### src/rtl/itq_pkg.sv
// Shared types, constants and helper functions for the infix to quadruple translator.
// No dependencies; every other file in rtl imports this package.
package itq_pkg;

  localparam int StackDepth = 32;
  localparam int StkAw      = $clog2(StackDepth);
  localparam int StkCw      = $clog2(StackDepth + 1);
  localparam int MaxResults = 33;
  localparam int CntW       = $clog2(MaxResults + 1);

  localparam logic [2:0] OpPlus   = 3'd0;
  localparam logic [2:0] OpMinus  = 3'd1;
  localparam logic [2:0] OpTimes  = 3'd2;
  localparam logic [2:0] OpDivide = 3'd3;
  localparam logic [2:0] OpPower  = 3'd4;
  localparam logic [2:0] OpOpen   = 3'd5;  // '(' on the operator stack
  localparam logic [2:0] OpAssign = 3'd5;  // '=' in a quadruple

  localparam logic [1:0] KindVar  = 2'd0;
  localparam logic [1:0] KindTemp = 2'd1;
  localparam logic [1:0] KindNone = 2'd2;

  localparam logic [7:0] ChPlus   = 8'h2B;
  localparam logic [7:0] ChMinus  = 8'h2D;
  localparam logic [7:0] ChTimes  = 8'h2A;
  localparam logic [7:0] ChDivide = 8'h2F;
  localparam logic [7:0] ChPower  = 8'h5E;
  localparam logic [7:0] ChOpen   = 8'h28;
  localparam logic [7:0] ChClose  = 8'h29;
  localparam logic [7:0] ChEqual  = 8'h3D;

  typedef struct packed {
    logic [2:0] op;
    logic       a1_kind;
    logic [7:0] a1_value;
    logic [1:0] a2_kind;
    logic [7:0] a2_value;
    logic       d_kind;
    logic [7:0] d_value;
    logic       err;
    logic       eoe;
  } quad_t;

  // One classified input step: up to two characters to process, then optional flush.
  typedef struct packed {
    logic       proc0;
    logic [7:0] ch0;
    logic       proc1;
    logic [7:0] ch1;
    logic       flush;
    logic       assign_v;
    logic [7:0] target;
  } step_t;

  function automatic logic is_letter(input logic [7:0] c);
    return (c >= 8'h41 && c <= 8'h5A) || (c >= 8'h61 && c <= 8'h7A);
  endfunction

  // {valid, code}
  function automatic logic [3:0] op_code(input logic [7:0] c);
    logic [3:0] r;
    r = 4'd0;
    unique case (c)
      ChPlus:   r = {1'b1, OpPlus};
      ChMinus:  r = {1'b1, OpMinus};
      ChTimes:  r = {1'b1, OpTimes};
      ChDivide: r = {1'b1, OpDivide};
      ChPower:  r = {1'b1, OpPower};
      ChOpen:   r = {1'b1, OpOpen};
      default:  r = 4'd0;
    endcase
    return r;
  endfunction

  function automatic logic [2:0] prio_stack(input logic [2:0] code);
    logic [2:0] r;
    r = 3'd0;
    unique case (code)
      OpPlus, OpMinus:   r = 3'd1;
      OpTimes, OpDivide: r = 3'd2;
      OpPower:           r = 3'd3;
      default:           r = 3'd0;
    endcase
    return r;
  endfunction

  function automatic logic [2:0] prio_in(input logic [2:0] code);
    logic [2:0] r;
    r = 3'd0;
    unique case (code)
      OpPlus, OpMinus:   r = 3'd1;
      OpTimes, OpDivide: r = 3'd2;
      default:           r = 3'd4;
    endcase
    return r;
  endfunction

endpackage

### src/rtl/infix_to_quadruple_translator.sv
// Top level of the infix to quadruple translator: front, step queue and back.
// Depends on itq_pkg, itq_front, itq_queue and itq_back.
//
// Feed an infix expression one ASCII character per request on the slave stream,
// tlast set on its final character. Letters are operands; + - * / ^ ( ) are
// operators, ^ binds right to left, and everything else is ignored. If the
// second character is '=' after a letter, that letter receives the result through
// a final assign quadruple. Each reduction leaves on the master stream as one
// quadruple, tlast marking the final quadruple of the expression; tuser carries a
// sticky error flag for stack overflow or underflow within the expression.
// Timing: the front takes one character per cycle into a two-step queue while
// the queue has room; the first character of an expression is held in the front.
// The back handles every step as a queue pop, three processing slots and an end
// of step. An operator or parenthesis adds a stack decision, each reduction pops
// the operator and then the two operands, and a flush pops every stacked operator,
// discarding each '(', before any assign quadruple. A stalled master stream holds
// the back at its next quadruple.
// Both stacks are 32 deep; at most 33 quadruples are reported per step.
module infix_to_quadruple_translator import itq_pkg::*; (
  input  logic        clk_i,
  input  logic        rst_ni,
  input  logic        s_axis_tvalid,
  output logic        s_axis_tready,
  input  logic [7:0]  s_axis_tdata,   // [7:0] ch
  input  logic        s_axis_tlast,
  output logic        m_axis_tvalid,
  input  logic        m_axis_tready,
  // [2:0] op, [3] arg1_kind, [11:4] arg1_value, [13:12] arg2_kind,
  // [21:14] arg2_value, [22] dest_kind, [30:23] dest_value, [31] zero
  output logic [31:0] m_axis_tdata,
  output logic        m_axis_tuser,   // [0] error
  output logic        m_axis_tlast    // end of expression
);

  logic  push, full, empty, pop;
  step_t step_in, step_out;
  quad_t quad;

  itq_front u_front (
    .clk_i, .rst_ni,
    .in_valid_i (s_axis_tvalid),
    .in_ch_i    (s_axis_tdata),
    .in_last_i  (s_axis_tlast),
    .in_ready_o (s_axis_tready),
    .push_o     (push),
    .step_o     (step_in),
    .full_i     (full)
  );

  itq_queue u_queue (
    .clk_i, .rst_ni,
    .push_i  (push),
    .data_i  (step_in),
    .pop_i   (pop),
    .data_o  (step_out),
    .full_o  (full),
    .empty_o (empty)
  );

  itq_back u_back (
    .clk_i, .rst_ni,
    .empty_i     (empty),
    .step_i      (step_out),
    .pop_o       (pop),
    .out_valid_o (m_axis_tvalid),
    .out_o       (quad),
    .out_ready_i (m_axis_tready)
  );

  assign m_axis_tdata = {1'b0, quad.d_value, quad.d_kind, quad.a2_value, quad.a2_kind,
                         quad.a1_value, quad.a1_kind, quad.op};
  assign m_axis_tuser = quad.err;
  assign m_axis_tlast = quad.eoe;

endmodule

### src/rtl/itq_front.sv
// Front end: accepts characters, tracks position and assignment prefix, builds steps.
// Depends on itq_pkg.
module itq_front import itq_pkg::*; (
  input  logic       clk_i,
  input  logic       rst_ni,
  input  logic       in_valid_i,
  input  logic [7:0] in_ch_i,
  input  logic       in_last_i,
  output logic       in_ready_o,
  output logic       push_o,
  output step_t      step_o,
  input  logic       full_i
);

  logic [1:0] pos_q, pos_d;
  logic [7:0] held_q, held_d;
  logic       asg_q, asg_d;
  logic [7:0] tgt_q, tgt_d;
  logic       acc;

  assign in_ready_o = !full_i;
  assign acc        = in_valid_i && !full_i;
  assign push_o     = acc && (pos_q != 2'd0 || in_last_i);

  always_comb begin
    pos_d  = pos_q;
    held_d = held_q;
    asg_d  = asg_q;
    tgt_d  = tgt_q;
    step_o = '{proc0: 1'b0, ch0: in_ch_i, proc1: 1'b0, ch1: in_ch_i,
               flush: in_last_i, assign_v: asg_q, target: tgt_q};
    if (pos_q == 2'd0) begin
      step_o.proc0 = 1'b1;
      held_d       = in_ch_i;
      pos_d        = 2'd1;
    end else if (pos_q == 2'd1) begin
      if (in_ch_i == ChEqual && is_letter(held_q)) begin
        asg_d           = 1'b1;
        tgt_d           = held_q;
        step_o.assign_v = 1'b1;
        step_o.target   = held_q;
      end else begin
        step_o.proc0 = 1'b1;
        step_o.ch0   = held_q;
        step_o.proc1 = 1'b1;
      end
      pos_d = 2'd2;
    end else begin
      step_o.proc0 = 1'b1;
    end
    if (in_last_i) begin
      pos_d  = 2'd0;
      held_d = 8'd0;
      asg_d  = 1'b0;
      tgt_d  = 8'd0;
    end
  end

  always_ff @(posedge clk_i or negedge rst_ni) begin
    if (!rst_ni) begin
      pos_q  <= 2'd0;
      held_q <= 8'd0;
      asg_q  <= 1'b0;
      tgt_q  <= 8'd0;
    end else if (acc) begin
      pos_q  <= pos_d;
      held_q <= held_d;
      asg_q  <= asg_d;
      tgt_q  <= tgt_d;
    end
  end

  assert property (@(posedge clk_i) disable iff (!rst_ni) pos_q != 2'd3)
    else $error("front position out of range");
  assert property (@(posedge clk_i) disable iff (!rst_ni)
    (acc && in_last_i) |=> (pos_q == 2'd0 && !asg_q))
    else $error("front not cleared after last character");
  assert property (@(posedge clk_i) disable iff (!rst_ni) push_o |-> !full_i)
    else $error("push into full queue");

endmodule

### src/rtl/itq_queue.sv
// Two-entry queue of classified steps between front and back.
// Depends on itq_pkg.
module itq_queue import itq_pkg::*; (
  input  logic  clk_i,
  input  logic  rst_ni,
  input  logic  push_i,
  input  step_t data_i,
  input  logic  pop_i,
  output step_t data_o,
  output logic  full_o,
  output logic  empty_o
);

  step_t      mem_q [2];
  logic       wp_q, rp_q;
  logic [1:0] cnt_q;

  assign full_o  = cnt_q == 2'd2;
  assign empty_o = cnt_q == 2'd0;
  assign data_o  = mem_q[rp_q];

  always_ff @(posedge clk_i) begin
    if (push_i) begin
      mem_q[wp_q] <= data_i;
    end
  end

  always_ff @(posedge clk_i or negedge rst_ni) begin
    if (!rst_ni) begin
      wp_q  <= 1'b0;
      rp_q  <= 1'b0;
      cnt_q <= 2'd0;
    end else begin
      if (push_i) wp_q <= !wp_q;
      if (pop_i) rp_q <= !rp_q;
      cnt_q <= cnt_q + {1'b0, push_i} - {1'b0, pop_i};
    end
  end

  assert property (@(posedge clk_i) disable iff (!rst_ni) cnt_q != 2'd3)
    else $error("queue count out of range");
  assert property (@(posedge clk_i) disable iff (!rst_ni) pop_i |-> !empty_o)
    else $error("pop from empty queue");
  assert property (@(posedge clk_i) disable iff (!rst_ni)
    (push_i && !pop_i) |=> !empty_o)
    else $error("queue lost a request");

endmodule

### src/rtl/itq_back.sv
// Back end: operator and operand stacks, reductions, quadruple output buffering.
// Depends on itq_pkg.
module itq_back import itq_pkg::*; (
  input  logic  clk_i,
  input  logic  rst_ni,
  input  logic  empty_i,
  input  step_t step_i,
  output logic  pop_o,
  output logic  out_valid_o,
  output quad_t out_o,
  input  logic  out_ready_i
);

  localparam logic [3:0] SIdle  = 4'd0;
  localparam logic [3:0] SNext  = 4'd1;
  localparam logic [3:0] SClose = 4'd2;
  localparam logic [3:0] SPrio  = 4'd3;
  localparam logic [3:0] SFlush = 4'd4;
  localparam logic [3:0] SRedB  = 4'd5;
  localparam logic [3:0] SRedA  = 4'd6;
  localparam logic [3:0] SAsgn  = 4'd7;
  localparam logic [3:0] SEnd   = 4'd8;

  logic [3:0]  st_q, st_d, ret_q, ret_d;
  logic [1:0]  ph_q, ph_d;
  step_t       cur_q;
  logic [2:0]  code_q, code_d, rop_q, rop_d;
  logic [8:0]  b_q, b_d;

  logic [2:0]  ops_q [StackDepth];
  logic [8:0]  opn_q [StackDepth];
  logic [StkCw-1:0] otop_q, otop_d, ntop_q, ntop_d;
  logic [StkCw-1:0] otop_m1, ntop_m1, ntop_pa;
  logic [2:0]  otop_val;
  logic [8:0]  ntop_val;

  logic        ow_en, nw_en;
  logic [StkAw-1:0] ow_idx, nw_idx;
  logic [2:0]  ow_dat;
  logic [8:0]  nw_dat;

  logic [7:0]  temp_q, temp_d;
  logic        err_q, err_d;
  logic [CntW-1:0] cnt_q;
  quad_t       pend_q, out_q, emit_dat;
  logic        pend_v_q, out_v_q, emit_v, can_emit, release_v, release_eoe;

  logic [7:0]  ch;
  logic [3:0]  opc;
  logic        uf;

  assign otop_m1  = otop_q - 1'b1;
  assign ntop_m1  = ntop_q - 1'b1;
  assign otop_val = ops_q[otop_m1[StkAw-1:0]];
  assign ntop_val = opn_q[ntop_m1[StkAw-1:0]];
  assign uf       = ntop_q == '0;
  assign ntop_pa  = uf ? ntop_q : ntop_m1;
  assign can_emit = !pend_v_q || !out_v_q || out_ready_i;
  assign ch       = (ph_q == 2'd0) ? cur_q.ch0 : cur_q.ch1;
  assign opc      = op_code(ch);
  assign pop_o    = (st_q == SIdle) && !empty_i;
  assign out_valid_o = out_v_q;
  assign out_o    = out_q;

  always_comb begin
    st_d = st_q; ret_d = ret_q; ph_d = ph_q; code_d = code_q; rop_d = rop_q; b_d = b_q;
    otop_d = otop_q; ntop_d = ntop_q; temp_d = temp_q; err_d = err_q;
    ow_en = 1'b0; ow_idx = otop_q[StkAw-1:0]; ow_dat = code_q;
    nw_en = 1'b0; nw_idx = ntop_q[StkAw-1:0]; nw_dat = {1'b0, ch};
    emit_v = 1'b0; emit_dat = '0; release_v = 1'b0; release_eoe = 1'b0;
    unique case (st_q)
      SIdle: if (!empty_i) st_d = SNext;
      SNext: begin
        if (ph_q == 2'd2) begin
          st_d = cur_q.flush ? SFlush : SEnd;
        end else if ((ph_q == 2'd0 && cur_q.proc0) || (ph_q == 2'd1 && cur_q.proc1)) begin
          ph_d = ph_q + 2'd1;
          if (is_letter(ch)) begin
            if (ntop_q < StkCw'(StackDepth)) begin
              nw_en  = 1'b1;
              ntop_d = ntop_q + 1'b1;
            end else begin
              err_d = 1'b1;
            end
          end else if (ch == ChClose) begin
            st_d = SClose;
          end else if (opc[3]) begin
            code_d = opc[2:0];
            st_d   = SPrio;
          end
        end else begin
          ph_d = ph_q + 2'd1;
        end
      end
      SClose: begin
        if (otop_q == '0) begin
          st_d = SNext;
        end else begin
          otop_d = otop_m1;
          if (otop_val == OpOpen) begin
            st_d = SNext;
          end else begin
            rop_d = otop_val; ret_d = SClose; st_d = SRedB;
          end
        end
      end
      SPrio: begin
        if (otop_q != '0 && prio_stack(otop_val) >= prio_in(code_q)) begin
          otop_d = otop_m1; rop_d = otop_val; ret_d = SPrio; st_d = SRedB;
        end else begin
          if (otop_q < StkCw'(StackDepth)) begin
            ow_en  = 1'b1;
            otop_d = otop_q + 1'b1;
          end else begin
            err_d = 1'b1;
          end
          st_d = SNext;
        end
      end
      SFlush: begin
        if (otop_q != '0) begin
          otop_d = otop_m1;
          if (otop_val != OpOpen) begin
            rop_d = otop_val; ret_d = SFlush; st_d = SRedB;
          end
        end else begin
          st_d = cur_q.assign_v ? SAsgn : SEnd;
        end
      end
      SRedB: begin
        b_d    = uf ? 9'd0 : ntop_val;
        ntop_d = ntop_pa;
        if (uf) err_d = 1'b1;
        st_d = SRedA;
      end
      SRedA: begin
        if (can_emit) begin
          emit_v   = 1'b1;
          emit_dat = '{op: rop_q, a1_kind: !uf && ntop_val[8], a1_value: uf ? 8'd0 : ntop_val[7:0],
                       a2_kind: {1'b0, b_q[8]}, a2_value: b_q[7:0], d_kind: 1'b1,
                       d_value: temp_q, err: err_q | uf, eoe: 1'b0};
          err_d  = err_q | uf;
          nw_idx = ntop_pa[StkAw-1:0];
          nw_dat = {1'b1, temp_q};
          if (ntop_pa < StkCw'(StackDepth)) begin
            nw_en  = 1'b1;
            ntop_d = ntop_pa + 1'b1;
          end else begin
            ntop_d = ntop_pa;
            err_d  = 1'b1;
          end
          temp_d = temp_q + 8'd1;
          st_d   = ret_q;
        end
      end
      SAsgn: begin
        if (can_emit) begin
          emit_v   = 1'b1;
          emit_dat = '{op: OpAssign, a1_kind: !uf && ntop_val[8],
                       a1_value: uf ? 8'd0 : ntop_val[7:0], a2_kind: KindNone, a2_value: 8'd0,
                       d_kind: 1'b0, d_value: cur_q.target, err: err_q | uf, eoe: 1'b0};
          err_d  = err_q | uf;
          ntop_d = ntop_pa;
          st_d   = SEnd;
        end
      end
      SEnd: begin
        if (!pend_v_q || !out_v_q || out_ready_i) begin
          release_v   = pend_v_q;
          release_eoe = cur_q.flush;
          if (cur_q.flush) begin
            otop_d = '0; ntop_d = '0; temp_d = 8'd0; err_d = 1'b0;
          end
          st_d = SIdle;
        end
      end
      default: st_d = SIdle;
    endcase
  end

  always_ff @(posedge clk_i) begin
    if (ow_en) ops_q[ow_idx] <= ow_dat;
    if (nw_en) opn_q[nw_idx] <= nw_dat;
    if (pop_o) cur_q <= step_i;
    code_q <= code_d;
    rop_q  <= rop_d;
    b_q    <= b_d;
    ret_q  <= ret_d;
  end

  always_ff @(posedge clk_i or negedge rst_ni) begin
    if (!rst_ni) begin
      st_q <= SIdle; ph_q <= 2'd0; otop_q <= '0; ntop_q <= '0;
      temp_q <= 8'd0; err_q <= 1'b0; cnt_q <= '0;
      pend_v_q <= 1'b0; out_v_q <= 1'b0; pend_q <= '0; out_q <= '0;
    end else begin
      st_q <= st_d; otop_q <= otop_d; ntop_q <= ntop_d;
      temp_q <= temp_d; err_q <= err_d;
      ph_q <= pop_o ? 2'd0 : ph_d;
      if (emit_v && cnt_q < CntW'(MaxResults)) begin
        cnt_q    <= cnt_q + 1'b1;
        pend_q   <= emit_dat;
        pend_v_q <= 1'b1;
        if (pend_v_q) out_q <= pend_q;
      end
      if ((emit_v && cnt_q < CntW'(MaxResults) && pend_v_q) || release_v) begin
        out_v_q <= 1'b1;
      end else if (out_v_q && out_ready_i) begin
        out_v_q <= 1'b0;
      end
      if (st_q == SEnd && st_d == SIdle) begin
        cnt_q <= '0;
        if (release_v) begin
          // eoe is the lowest bit of the packed quadruple
          out_q    <= {pend_q[$bits(quad_t)-1:1], release_eoe};
          pend_v_q <= 1'b0;
        end
      end
    end
  end

  assert property (@(posedge clk_i) disable iff (!rst_ni)
    otop_q <= StkCw'(StackDepth) && ntop_q <= StkCw'(StackDepth))
    else $error("stack pointer past depth");
  assert property (@(posedge clk_i) disable iff (!rst_ni) cnt_q <= CntW'(MaxResults))
    else $error("result count past limit");
  assert property (@(posedge clk_i) disable iff (!rst_ni) (st_q == SIdle) |-> !pend_v_q)
    else $error("held quadruple not released at end of step");
  assert property (@(posedge clk_i) disable iff (!rst_ni)
    (st_q == SEnd && st_d == SIdle && cur_q.flush) |=> (otop_q == '0 && ntop_q == '0))
    else $error("stacks not cleared after expression end");

endmodule
### config.mk
export PLATFORM = sky130hd
export DESIGN_NAME = infix_to_quadruple_translator
export DESIGN_NICKNAME = d
export VERILOG_FILES = /design/src/rtl/itq_pkg.sv /design/src/rtl/infix_to_quadruple_translator.sv /design/src/rtl/itq_front.sv /design/src/rtl/itq_queue.sv /design/src/rtl/itq_back.sv
export SDC_FILE = /design/constraint.sdc
export NUM_CORES = 1
export LEC_CHECK = 0
export ABC_AREA = 1
export BUFFER_PORTS_ARGS = -buffer_cell sky130_fd_sc_hd__buf_4
export CAP_MARGIN = 25
export CORE_ASPECT_RATIO = 1.5
export CORE_UTILIZATION = 35
export CTS_CLUSTER_DIAMETER = 100
export DETAILED_ROUTE_END_ITERATION = 16
export PLACE_DENSITY = 0.46
export SLEW_MARGIN = 20
export SYNTH_ARGS = -nofsm -noshare
export SYNTH_HDL_FRONTEND = slang
export SYNTH_SLANG_ARGS = --single-unit
### constraint.sdc
create_clock -name clk_i -period 5.6 [get_ports clk_i]
set_input_delay 0.56 -clock clk_i [delete_from_list [all_inputs] [get_ports clk_i]]
set_output_delay 0.56 -clock clk_i [all_outputs]
set_load 0.01 [all_outputs]
==> results of run 1 <==
-- final cells by class --
type	count	area (um^2)
repair buffers	88	668
well taps	984	1230
multi-input cells	1428	7140
flip-flops and latches	609	17700
clock buffers	92	1680
fillers	7154	43800
clock inverters	16	165
inverters	175	661
-- state kept, by name, indices dropped and copies added (netlist names), 8 cells and up --
signal and cells:
u_back.opn_q 288, u_back.ops_q 96, u_queue.mem_q 56, u_back.out_o 33
u_back.pend_q 32, u_back.cur_q 28, u_back.b_q 9, u_back.temp_q 8
u_front.held_q 8, u_front.tgt_q 8
-- path summary, 6_finish.rpt --
check,start,endpoint,slack [ns]
max,u_back.otop_q[0],u_back.ops_q[4][2],1.10
min,rst_ni,u_back.out_o[20],0.02
max reg2reg,u_back.otop_q[0],u_back.ops_q[4][2],1.10
min reg2reg,u_back.b_q[8],u_back.pend_q[19],0.49
max in group asynchronous,rst_ni,u_back.ntop_q[0],4.44
min in group clk_i,s_axis_tdata[4],u_queue.mem_q[1][14],0.14
-- worst max-delay path, delay by kind of cell (launching register included) --
family	cells	cell delay (ns)
fa+ha+maj	2	0.54
compound gates	2	0.28
simple gates	12	2.18
buf+inv	3	0.76
flops	1	0.39
-- power by group --
group	internal [mW]	switching, mW	leakage (nW)	total (mW)
clock network	2.19	1.71	0.897	3.90
registers	6.17	0.371	5.96	6.54
logic	1.96	5.25	3.82	7.22
total	10.3	7.33	10.7	17.7
-- through the flow --
step                util (%)  instance area (um^2)  power (mW)  setup WS, ns
CTS                     40.0                 29200        17.9          1.13
floorplan                  -                 25900        11.1          1.55
global placement        37.4                 27300        13.9          1.26
finish                  40.0                 29200        17.7          1.10
detailed placement      37.5                 27400        14.0          1.15
global route            40.0                 29200        18.8         0.658
-- layout by cell type (no fill, tap or decap), types with 3 or more instances in the layout --
| cell | instances |
|---|---|
| a21o_1 | 8 |
| a21oi_1 | 28 |
| a31oi_1 | 11 |
| and3_1 | 3 |
| buf_4 | 86 |
| bufinv_16 | 3 |
| clkbuf_1 | 26 |
| clkbuf_16 | 60 |
| clkbuf_8 | 6 |
| clkinv_1 | 6 |
| clkinv_2 | 4 |
| dfrtp_1 | 122 |
| edfxtp_1 | 486 |
| ha_1 | 17 |
| inv_1 | 144 |
| inv_2 | 28 |
| nand2_1 | 408 |
| nand2_2 | 3 |
| nand3_1 | 135 |
| nand3_2 | 6 |
| nand4_1 | 8 |
| nor2_1 | 288 |
| nor2_2 | 13 |
| nor2_4 | 4 |
| nor3_1 | 16 |
| nor4_1 | 4 |
| o211ai_1 | 60 |
| o21ai_0 | 235 |
| o21ai_1 | 38 |
| o21ai_2 | 14 |
| o221ai_1 | 26 |
| o22ai_1 | 61 |
| o31ai_1 | 3 |
| xnor2_1 | 4 |
| xor2_1 | 8 |
| xor2_2 | 3 |
-- kinds of logic (layout without fill, tap and decap cells) --
logic type | Yosys count | count (layout) | share of synthesized area [%]
other | 1 | 1 | 0.0145
xor gates and xnor gates | 15 | 15 | 0.594
adders and majority gates | 18 | 18 | 0.869
DFF | 609 | 609 | 68.2
AOI/OAI and AO/OA | 498 | 498 | 11.4
and+or+nand+nor | 896 | 896 | 14.5
buffers and inverters | 288 | 371 | 4.53
-- layer usage --
metal	up-vias	global-route usage, %	share of wire [%]
li1	8245	-	-
met1	8662	21.8	38
met2	349	37.0	55
met3	122	2.30	3.1
met4	0	7.09	3.6
met5	-	0	0
==> impl_metrics.json, run 1 <==
{
  "post_cts_buffers": 0,
  "cts_tree": "yes",
  "initial_core_util_pct": 35.5,
  "worstSkewPairLatency_ns": 0.64,
  "fin_hold_ws_ns": 0.0160,
  "setup_viol": 0,
  "drv_cap": 0,
  "status": "finished, final reports clean",
  "cts.path.max_buffers": 3,
  "slowest_stage": "nand3_1",
  "netlist_area_um2": 25900,
  "clkSinkCount": 609,
  "synth_edf_count": 486,
  "antenna_found_initial": 0,
  "cp.arrival_ns": 4.79,
  "ys.flop_type": "edfxtp_1",
  "path_max_fanout": 23,
  "cts_buffers": 58,
  "drive_gt1_share_pct": 10.4,
  "synth_area_leaders": "edfxtp_1, dfrtp_1, nand2_1, o21ai_0, nor2_1",
  "die_area_um2": 75200,
  "place_congestion": 0.876,
  "dp_hpwl_um": 47800,
  "synth.net_count": 2356,
  "ys_seq_elements": 609,
  "io_buffers": 47,
  "synthTopCellsByCount": "edfxtp_1, nand2_1, nor2_1",
  "hold_class": "in -> async",
  "synth_top_area_share_pct": 56.3,
  "synthDistinctLibCells": 54,
  "die_w_um": 224,
  "overflow": 0,
  "peakVddDrop_mv": 0.469,
  "dp.cells": 3282,
  "finClkSkew_ns": 0.0263,
  "avgSynthCellArea_um2": 11.2,
  "clock-root-buffer": "clkbuf_16",
  "drt_iter0_drc": 1290,
  "rsz0062_at_grt": "no",
  "max_stage_delay_ns": 0.52,
  "cts_resized": 0,
  "coreArea_um2": 73000,
  "first_pass_iters": 8,
  "diodes": 0,
  "hold_viol_final": 0,
  "path_clk_slew_ns": 0.06,
  "async_reset_ff_share_pct": 20.2,
  "antenna_left": 0,
  "endpoint_kind": "flop",
  "nets": 2391,
  "path_cells": "inv_2 > ha_1 > inv_1 > nand2_1 > nand2_1 > inv_1 > nand3_1 > nand3_1 > nand2_1 > nand2_1 > nand2_2 > nand4_1 > o21ai_0 > ha_1 > a21oi_1 > nor3_2 > nor2_2 > nand3_1 > nor2_1",
  "synth_top_area_cell": "edfxtp_1",
  "finalSetupTns_ns": 0,
  "max_slew_margin_pct": 30.1,
  "leakage_nw": 10.7,
  "power.density_nw_per_um2": 604,
  "grt_pass1_wl_um": 110000,
  "wire_per_inst_um": 21.4,
  "period_needed_ns": 4.50,
  "crit_top_cell": "nand2_1",
  "via_count": 17400,
  "instances_no_fill": 3392,
  "grt_pass1_vias": 17500,
  "drv_slew": 0,
  "syn_to_final_growth_pct": 12.7,
  "yosys_warnings": 0,
  "seq_area_frac_synth_pct": 68.2,
  "reg2reg_depth": 19,
  "hold_buffers": 0,
  "design.portCount": 49,
  "totalWireLength_um": 72500,
  "avgViaCountPerCell": 5.12,
  "grt_max_degree": 91,
  "cp-start-kind": "flop",
  "worst_slew_pin_slew_ns": 1.05,
  "cp.required_ns": 5.89,
  "htree_num_levels": 2,
  "synth_cells": 2325,
  "rows": 121,
  "synth_most_common_cell": "edfxtp_1",
  "fin_crit_sh_pct": 80.3,
  "die_y_um": 335,
  "drc": 0,
  "fmax_mhz": 222,
  "path_class": "reg -> reg",
  "groute.usage.overall_pct": 19.4
}
Note: power is estimated with default switching activity, not from simulation.
==> run 2, diff against run 1 <==
clock period = 4.6 ns   (was 5.6 ns; I/O delays follow)
==> impl_metrics.json, run 2 (synthesis gave the netlist of run 1 again) <==
{
  "place_congestion": 0.858,
  "cts_tree": "yes",
  "wire_per_inst_um": 21.4,
  "path_clk_slew_ns": 0.07,
  "via_count": 17500,
  "drc": 0,
  "initial_core_util_pct": 35.5,
  "syn_to_final_growth_pct": 14.6,
  "fillCellCount": 7081,
  "fin_total_pwr_mw": 21.8,
  "status": "finished, final reports clean",
  "die_y_um": 335,
  "fmax_mhz": 235,
  "overflow": 0,
  "worstHoldStart": "s_axis_tlast",
  "grt_max_degree": 149,
  "postPlaceCellArea_um2": 27600,
  "fin_crit_sh_pct": 92.6,
  "final_cell_mix": "edfxtp_1, nand2_1, nor2_1",
  "intPower_mw": 12.9,
  "dp_hpwl_um": 48400,
  "period_needed_ns": 4.26,
  "p_switching_mw": 8.90,
  "place_ws_ns": 0.303,
  "avgViaCountPerCell": 5.10,
  "max_slew_margin_pct": 37.0,
  "startpoint": "u_back.otop_q[1]",
  "cp.arrival_ns": 4.56,
  "utilization_pct": 40.7,
  "drt_iter0_drc": 1063,
  "rsz0062_at_grt": "no",
  "top_register": "u_back.opn_q",
  "drv_cap": 0,
  "drv_slew": 0,
  "post_cts_buffers": 0,
  "htree_num_levels": 2,
  "endpoint_kind": "flop",
  "rows": 121,
  "coreArea_um2": 73000,
  "grt_pass1_vias": 17800,
  "setup_slack_ns": 0.341,
  "first_pass_iters": 5,
  "cp-start-kind": "flop",
  "cts_buffers": 60,
  "finClkSkew_ns": 0.0284,
  "grt_pass1_wl_um": 110000,
  "clock-root-buffer": "clkbuf_16",
  "pwr-share-seq_pct": 36.8,
  "antenna_left": 0,
  "io_buffers": 47,
  "clkPwrFrac_pct": 23.1,
  "leakage_nw": 11.0,
  "diodes": 0,
  "largest_reg_flops": 288,
  "path_max_fanout": 25,
  "stdcell_area_um2": 29700,
  "die_w_um": 224,
  "antenna_found_initial": 0,
  "clkSinkCount": 609,
  "die_area_um2": 75200,
  "drive_gt1_share_pct": 11.9,
  "nets": 2432,
  "hold_viol_final": 0,
  "cts.path.max_buffers": 3,
  "worst_slew_pin_slew_ns": 0.945,
  "design.portCount": 49,
  "groute.usage.overall_pct": 19.5,
  "worstSkewPairLatency_ns": 0.64,
  "finalSetupTns_ns": 0,
  "power.density_nw_per_um2": 732,
  "worstReg2RegStart": "u_back.otop_q[1]",
  "combPwrFrac_pct": 40.2,
  "totalWireLength_um": 73500,
  "layout_commonest_cell": "edfxtp_1",
  "cp.required_ns": 4.90,
  "switching_share_pct": 40.9,
  "hold_class": "in -> reg",
  "setup_viol": 0,
  "peakVddDrop_mv": 0.660,
  "path_class": "reg -> reg",
  "biggestRegsByFlops": "u_back.opn_q x288, u_back.ops_q x96, u_queue.mem_q x56"
}
## run 2: changes by cell type in the layout (fill, tap and decap cells not counted), moves of 3 or more
cell	before	now
clkbuf_8	6	3
bufinv_16	3	7
dlygate4sd3_1	0	9
clkbuf_1	26	11
clkinv_2	4	7
buf_4	86	114
clkinvlp_4	0	3
buf_12	0	3
clkinv_1	6	12
## run 2: cell type report
type                    instances  area, um^2  share of cell area, %
flip-flops and latches        609       17700                   59.5
well taps                     984        1230                   4.14
clock inverters                35         389                   1.31
clock buffers                  75        1610                   5.41
inverters                     175         659                   2.22
multi-input cells            1428        7140                   24.0
repair buffers                127        1020                   3.42
## run 2: critical path: stages, from the launching register on
cell and delay [ns]:
dfrtp_1 0.43, inv_1 0.13, ha_1 0.32, inv_2 0.38, nand3_1 0.14, nand3_1 0.18
nand3_1 0.10, nand3_1 0.09, nand2_1 0.15, nand2_1 0.16, nand2_1 0.07, ha_1 0.28
inv_1 0.05, nand2_1 0.04, a21oi_1 0.16, nor3_2 0.09, nor2_1 0.32, nand2_1 0.42
nor2_1 0.41
## run 2: per-layer routing
metal  up-vias  wire, um  global-route usage (%)
met5         -         0                       0
met4         0      3060                    8.47
met3       130      2030                    2.30
met2       317     40400                    37.4
met1      8718     28100                    21.4
li1       8334         -                       -
## run 2: per-stage QoR
| stage | std cells | hold slack (ns) |
|---|---|---|
| CTS | 3433 | 0.0215 |
| floorplan | 2325 | 0.164 |
| detailed placement | 3314 | 0.485 |
| finish | 3433 | 0.0699 |
| global placement | 3313 | 0.487 |
| global route | 3433 | 0.0377 |
## run 2: path summary, 6_finish.rpt
path,to,slack (ns),cells after the start
min,u_queue.mem_q[0][9],0.07,1
min reg2reg,u_front.tgt_q[7],0.49,2
max in group asynchronous,u_back.pend_q[21],3.08,3
min in group asynchronous,u_back.cnt_q[3],0.47,2
max,u_back.ops_q[1][0],0.34,18
max reg2reg,u_back.ops_q[1][0],0.34,18
## run 2: timing repair
action	in CTS	in global routing
endpoints found under the hold margin	91	0
gates resized for setup	0	0
hold buffers	9	0
## run 2: power by group through the flow
stage	sequential (mW)	clock (mW)	combinational (mW)
finish	8.00	5.02	8.74
global route	8.07	5.35	9.63
CTS	8.00	5.17	8.88
detailed placement	8.11	0	8.84
global placement	8.10	0	8.81
floorplan	7.99	0	5.53
